`config.mk`:
```
export PLATFORM = sky130hd
export DESIGN_NAME = rtnb_prefix_unit
export DESIGN_NICKNAME = d
export VERILOG_FILES = /design/src/hdl/rtnb_pkg.sv /design/src/hdl/rtnb_prefix_unit.sv
export SDC_FILE = /design/constraint.sdc
export NUM_CORES = 1
export LEC_CHECK = 0
export ABC_AREA = 1
export BUFFER_PORTS_ARGS = -buffer_cell sky130_fd_sc_hd__clkbuf_2
export CORE_AREA = 2 2 55 57
export DETAILED_ROUTE_END_ITERATION = 12
export DIE_AREA = 0 0 57 59
export GPL_ROUTABILITY_DRIVEN = 0
export PLACE_DENSITY_LB_ADDON = 0.3
export REMOVE_ABC_BUFFERS = 1
export SLEW_MARGIN = 15
export SYNTH_ARGS = -nofsm -noshare
export SYNTH_HDL_FRONTEND = slang
export SYNTH_SLANG_ARGS = --single-unit
```
`constraint.sdc`:
```
create_clock -name vclk -period 1.93
set_input_delay 0.0965 -clock vclk [all_inputs]
set_output_delay 0.0965 -clock vclk [all_outputs]
set_load 0.02 [all_outputs]
```
`src/hdl/rtnb_pkg.sv`:
```
// Shared types, widths and helpers for the radix tree node builder.
package rtnb_pkg;

    localparam int CODE_W  = 32;  // Morton code width
    localparam int IDX_W   = 10;  // item and result index width
    localparam int CNT_W   = 11;  // object count and internal leaf position width
    localparam int LEN_W   = 12;  // search stride and offset width
    localparam int PROBE_W = 13;  // signed probe position width
    localparam int PFX_W   = 6;   // common prefix length, 0 to 32

    localparam logic [CNT_W-1:0] COUNT_RESET = CNT_W'(1024);

    typedef enum logic [0:0] {
        CMD_LOAD  = 1'b0,
        CMD_BUILD = 1'b1
    } cmd_t;

    typedef logic signed [PROBE_W-1:0] probe_t;

    typedef struct packed {
        cmd_t              command;
        logic [IDX_W-1:0]  item_index;
        logic [CODE_W-1:0] morton_code;
    } req_t;

    typedef struct packed {
        logic [IDX_W-1:0] node_index;
        logic [IDX_W-1:0] range_first;
        logic [IDX_W-1:0] range_last;
        logic [IDX_W-1:0] split_position;
        logic             left_is_leaf;
        logic             right_is_leaf;
    } rsp_t;

    // Result of one pass through the prefix unit
    typedef struct packed {
        logic [PFX_W-1:0] len;
        logic             equal;
    } pfx_t;

    function automatic probe_t to_probe(logic [CNT_W-1:0] pos);
        to_probe = probe_t'({{(PROBE_W-CNT_W){1'b0}}, pos});
    endfunction

endpackage

```
`src/hdl/rtnb_prefix_unit.sv`:
```
// Shared common-prefix unit: leading zeros of the XOR of two codes.
module rtnb_prefix_unit (
    input  logic [rtnb_pkg::CODE_W-1:0] a,
    input  logic [rtnb_pkg::CODE_W-1:0] b,
    output rtnb_pkg::pfx_t              res
);

    logic [rtnb_pkg::CODE_W-1:0] diff;
    logic [rtnb_pkg::PFX_W-1:0]  lz;

    assign diff = a ^ b;

    // Priority encode: the highest set bit wins, no bit set gives full width
    always_comb
    begin
        lz = rtnb_pkg::PFX_W'(rtnb_pkg::CODE_W);
        for (int i = 0; i < rtnb_pkg::CODE_W; i++)
        begin
            if (diff[i])
            begin
                lz = rtnb_pkg::PFX_W'(rtnb_pkg::CODE_W - 1 - i);
            end
        end
    end

    assign res.len   = lz;
    assign res.equal = (diff == '0);

endmodule

```
After elaboration in Yosys (flattened, before gate mapping)
Cells that the tools add are included.
{"block": "totals", "ff_bits": 0, "word_cells": 34, "inputBits": 64}
{"block": "op_classes", "n_reduce_logical": 1, "n_bitwise": 1, "mux": 32}
{"cell": "6-bit two-way mux", "n": 32}
{"cell": "32-bit logical NOT", "n": 1}
{"cell": "32-bit bitwise XOR", "n": 1}

Longest topological paths before layout
Gate-level depths: netlist (run 1).
{"block": "depth", "depth_word": 33, "mapped_depth": 33, "ltp_nobuf": 33}

Worst setup path after synthesis (run 1)
OpenSTA, ideal clock, no wires.
{"block": "synth_timing", "path_kind": "input to output", "from": "input a[0] (netlist name)", "to": "output res[1] (netlist name)", "n_path_buf": 0, "slack_ns": 0.062, "stages": 33, "t_arrival_ns": 1.771, "path_cell_list": "inv_1 > nand2_1 > nand2_2 > nand2_1 > nand2_1 > nand2_1 > nand2_1 > nand2_1 > nand2_1 > nand2_1 > nand2_1 > nand2_1 > nand2_1 > nand2_1 > nand2_1 > nand2_1 > nand2_1 > nand2_1 > nand2_1 > nand2_1 > nand2_1 > nand2_1 > nand2_1 > nand2_1 > nand2_1 > nand2_1 > nand2_1 > nand2_1 > nand2_1 > nand2_1 > nand2_1 > nand2_1 > a21oi_2"}
{"element": "start, declared", "line_no": "rtnb_prefix_unit.sv:3", "source": "input logic [rtnb_pkg::CODE_W-1:0] a,"}
{"element": "end, declared", "line_no": "rtnb_prefix_unit.sv:5", "source": "output rtnb_pkg::pfx_t res"}

==> results of run 1 <==
==> per-stage QoR <==
step	total power, mW	hold slack, ps
detailed placement	0.313	586
finish	0.320	586
floorplan	0.193	360
CTS	0.319	586
global placement	0.312	583
global route	0.360	604
==> timing repair <==
item / in CTS / in global routing
pin swaps: 0 / 4
gates resized for setup: 2 / 9
setup endpoints to repair: 1 / 2
setup buffers: 0 / 1
gates cloned: 0 / 0
==> per-layer routing <==
layer / vias to the layer above / share of wire, %
met5: - / 0
met4: 0 / 0
met3: 0 / 12
met2: 46 / 47
met1: 381 / 41
li1: 528 / -
==> cell usage after synthesis (all sizes together) <==
master	instances	area [sq um]
inv	6	22.5
a21boi	1	7.51
a21oi	2	13.8
nand2	56	213
a31oi	3	18.8
o21bai	1	7.51
nor3	2	10.0
o31ai	1	7.51
xnor2	30	428
nand3	1	5.00
nor2	19	71.3
nand4	1	6.26
==> cell families (layout without fill, tap and decap cells) <==
| family | Yosys count | after routing | synth area share (%) |
|---|---|---|---|
| buf+inv | 6 | 80 | 2.78 |
| compound gates | 8 | 8 | 6.79 |
| simple gates | 79 | 79 | 37.7 |
| xor+xnor | 30 | 30 | 52.8 |
==> tightest hold or removal path, cell delays in order <==
cell	delay, ps
sky130_fd_sc_hd__clkbuf_2	90
sky130_fd_sc_hd__xnor2_1	70
sky130_fd_sc_hd__inv_1	60
sky130_fd_sc_hd__a21oi_2	30
sky130_fd_sc_hd__clkbuf_8	140
==> path summary, 6_finish.rpt <==
kind	cells past startpoint	slack, ps	from	to
worst min-delay path	5	590	a[31]	res[1]
worst max-delay path	35	-220	a[1]	res[1]
==> layout make-up <==
cell class                      instances  area [sq um]  area share, %
Tap cell                               31          38.8           3.09
Timing Repair Buffer                   74           399           31.8
Multi-Input combinational cell        117           793           63.3
Inverter                                6          22.5           1.80
==> power groups by stage <==
stage	Clock [mW]	Sequential (mW)	Combinational, mW
floorplan	0	0	0.193
global placement	0	0	0.312
detailed placement	0	0	0.313
CTS	0	0	0.319
global route	0	0	0.360
finish	0	0	0.320
==> run summary, run 1 <==
- number of flip-flops and latches: 0
- Max stage delay cell, worst path: sky130_fd_sc_hd__clkbuf_8
- area grow syn2layout: 54.6%
- combinational share of power: 100.0%
- placement-stage cell area: 1220 sq um
- Sw Share: 45.6%
- post-synthesis instance total: 123
- row cnt: 19
- leakage power: 0.673 nW
- core region area: 2710 sq um
- Layout Nets: 263
- max incr delay on CP: 160 ps
- total vias in the final route: 955
- met3 usage in global routing: 0.437%
- worst vdd ir: 0.142 mV
- leftover overflow at the end of global routing: 0
- required arrival time at the worst endpoint: 1830 ps
- RSZ-0062 raised after global routing: yes
- cell-internal power: 174 uW
- class of the worst hold path: in -> out
- Max Freq: 464 MHz
- final worst path period share: 112%
- clock network fraction of design power: 0%
- Boundary Pins: 71
- pin count of the biggest net entering global routing: 5
- Period minus WS final: 2150 ps
- number of nets with antenna violations after routing: 0
- final core utilization: 46.3%
- post-synth design cell area: 811 sq um
- count of final max-slew check failures: 0
- most frequent standard cell in the layout excluding fill and tap cells: sky130_fd_sc_hd__clkbuf_2
- total DRC errors in the routed layout: 0
- failing checks: setup timing
- most numerous cell on the critical path: sky130_fd_sc_hd__nand2_1
- warnings from Yosys: 0
- wire length of the first global-routing pass: 2.92 mm
- post-route cell area: 1250 sq um
- via/cell ratio: 4.19
- Layout clock buffers: 0
- Max transition margin: 85.2%
- TritonRoute pass-1 iters: 4
- detailed-placement wirelength estimate: 1.61 mm
- switching power summed over all nets: 146 uW
- antenna violations before repair: 0
- number of design-rule violations left by the first detailed-router iteration: 25
- Post-Place Worst Slack: -228 ps
- commonest cells after routing, fill and taps aside: sky130_fd_sc_hd__clkbuf_2, sky130_fd_sc_hd__nand2_1, sky130_fd_sc_hd__nor2_1
- critical path launch point type: input port
- overall die area: 3360 sq um
- met2 track demand over resource: 19.9%
- data arrival time of the critical path: 2060 ps
- met1 track demand over resource: 12.3%
- number of buffers added on ports: 71
- Setup Total Neg Slack: -223 ps
- initial standard-cell utilization of the core: 29.9%
- power per cell area: 256 nW/um^2
- run status: finished, violations left
- post-route non-filler standard cell count: 228
- number of global-route vias before repair: 820
- vertical die dimension: 59 um
- Antenna Cells: 0
- register area: 0 sq um
- sequential share of power: 0%
- synthesized area divided by synthesized cell count: 6.59 sq um
- number of fill cells: 297
- number of hold buffers added after cts: 0
- layout cells sized above 1: 47.2%
- transition time of the tightest slew-check pin: 221 ps
- Distinct cells, synth: 16
- average routed wire per standard cell: 7.22 um
- Largest delay share family, worst path: simple AND/OR/NAND/NOR gates
- highest net fanout along the worst path: 2
- worst path bufs/invs: 3
- Final setup viols: 1
- wirelength, routed: 1.65 mm
- kind of end point of the critical path: output port
- busiest grt layer: met2
- endpoints failing hold: 0
- gr usage total: 9.87%
- final setup slack of the worst path: -223 ps
- dpl cells: 227
- share of synthesized area occupied by flip-flops and latches: 0%
- number of max-cap violations: 0
- Worst Setup Path Type: in -> out
- width of the die: 57 um
(Power assumes the default switching activity.)
==> run 2: changes to the inputs <==
==> constraint.sdc (replaced) <==
create_clock -name vclk -period 1.93
set_input_delay 0.193 -clock vclk [all_inputs]
set_output_delay 0.193 -clock vclk [all_outputs]
set_load 0.02 [all_outputs]
==> run summary, run 2 (synthesized netlist as in run 1, its figures left out) <==
- cell-internal power: 187 uW, was 174 uW
- Max stage delay cell, worst path: sky130_fd_sc_hd__clkbuf_8, unchanged
- failing checks: setup timing, unchanged
- Antenna Cells: 0, unchanged
- number of hold buffers added after cts: 0, unchanged
- required arrival time at the worst endpoint: 1740 ps, was 1830 ps
- RSZ-0062 raised after global routing: yes, unchanged
- number of flip-flops and latches: 0, unchanged
- Max transition margin: 85.7%, was 85.2%
- TritonRoute pass-1 iters: 3, was 4
- highest net fanout along the worst path: 2, unchanged
- layout cells sized above 1: 49.5%, was 47.2%
- leakage power: 0.698 nW, was 0.673 nW
- final core utilization: 48.1%, was 46.3%
- final worst path period share: 121%, was 112%
- critical path launch point type: input port, unchanged
- core region area: 2710 sq um, unchanged
- count of final max-slew check failures: 0, unchanged
- clock network fraction of design power: 0%, about the same
- Largest delay share family, worst path: simple AND/OR/NAND/NOR gates, unchanged
- transition time of the tightest slew-check pin: 213 ps, was 221 ps
- most numerous cell on the critical path: sky130_fd_sc_hd__nand2_1, unchanged
- wire length of the first global-routing pass: 2.79 mm, was 2.92 mm
- pin count of the biggest net entering global routing: 5, unchanged
- width of the die: 57 um, unchanged
- Period minus WS final: 2340 ps, was 2150 ps
- detailed-placement wirelength estimate: 1.68 mm, was 1.61 mm
- final setup slack of the worst path: -408 ps, was -223 ps
- row cnt: 19, unchanged
- vertical die dimension: 59 um, unchanged
- Layout clock buffers: 0, unchanged
- number of design-rule violations left by the first detailed-router iteration: 16, was 25
- combinational share of power: 100.0%, about the same
- Boundary Pins: 71, unchanged
- total vias in the final route: 962, was 955
- wirelength, routed: 1.77 mm, was 1.65 mm
- commonest cells after routing, fill and taps aside: sky130_fd_sc_hd__clkbuf_2, sky130_fd_sc_hd__nand2_1, sky130_fd_sc_hd__nor2_1, unchanged
- number of buffers added on ports: 71, unchanged
- kind of end point of the critical path: output port, unchanged
- leftover overflow at the end of global routing: 0, unchanged
- gr usage total: 9.50%, was 9.87%
- run status: finished, violations left, unchanged
- number of global-route vias before repair: 829, was 820
- Max Freq: 428 MHz, was 464 MHz
- overall die area: 3360 sq um, unchanged
- Setup Total Neg Slack: -408 ps, was -223 ps
- area grow syn2layout: 60.8%, was 54.6%
- switching power summed over all nets: 149 uW, was 146 uW
- Worst Setup Path Type: in -> out, unchanged
- data arrival time of the critical path: 2150 ps, was 2060 ps
- sequential share of power: 0%, about the same
- number of nets with antenna violations after routing: 0, unchanged
- worst vdd ir: 0.140 mV, was 0.142 mV
- total DRC errors in the routed layout: 0, unchanged
- initial standard-cell utilization of the core: 29.9%, unchanged
- worst path bufs/invs: 3, unchanged
- endpoints failing hold: 0, unchanged
- Layout Nets: 268, was 263
- average routed wire per standard cell: 7.59 um, was 7.22 um
- number of max-cap violations: 0, unchanged
- class of the worst hold path: in -> out, unchanged
- via/cell ratio: 4.13, was 4.19
- Sw Share: 44.3%, was 45.6%
- register area: 0 sq um, unchanged
- Final setup viols: 1, unchanged
- power per cell area: 258 nW/um^2, was 256 nW/um^2
- max incr delay on CP: 150 ps, was 160 ps
- antenna violations before repair: 0, unchanged
- most frequent standard cell in the layout excluding fill and tap cells: sky130_fd_sc_hd__clkbuf_2, unchanged
==> run 2: power by group through the flow <==
stage                     Sequential (mW)  Combinational (mW)  Clock [mW]
after floorplan                         0               0.193           0
after global placement                  0               0.325           0
after detailed placement                0               0.327           0
after CTS                               0               0.333           0
after global routing                    0               0.377           0
final                                   0               0.337           0
==> run 2: worst paths after layout <==
| check | from | end | slack [ps] | cells past startpoint |
|---|---|---|---|---|
| worst min-delay path | a[31] | res[1] | 780 | 5 |
| worst max-delay path | a[0] | res[1] | -410 | 35 |
==> run 2: cell type report <==
cell class | count | area [sq um]
Multi-Input combinational cell | 117 | 793
Tap cell | 31 | 38.8
Fill cell | 315 | 1410
Inverter | 6 | 22.5
Timing Repair Buffer | 79 | 449
==> run 2: metal layers <==
layer	global-route usage [%]	wire length [um]	vias to the layer above
li1	-	-	540
met1	11.2	683	378
met2	19.9	883	44
met3	0.437	202	0
met4	0	0	0
met5	0	0	-
==> run 2: through the flow <==
step / worst slack, ps / hold slack, ps / area, sq um / power, mW / cells
after detailed placement: -435 / 783 / 1260 / 0.327 / 232
after global routing: -803 / 814 / 1300 / 0.377 / 233
final: -408 / 779 / 1300 / 0.337 / 233
after floorplan: -131 / 553 / 811 / 0.193 / 123
after global placement: -438 / 774 / 1260 / 0.325 / 232
after CTS: -441 / 784 / 1270 / 0.333 / 232
==> run 2: repair_timing <==
item / in CTS / in global routing
pin swaps: 0 / 5
resized for setup: 2 / 13
setup buffers: 0 / 1
setup endpoints to repair: 2 / 2
==> run 2: tightest hold or removal path, delay by kind of cell <==
| family | cells | cell delay (ps) |
|---|---|---|
| xor gates and xnor gates | 1 | 70 |
| buffers and inverters | 3 | 290 |
| AOI/OAI and AO/OA | 1 | 30 |
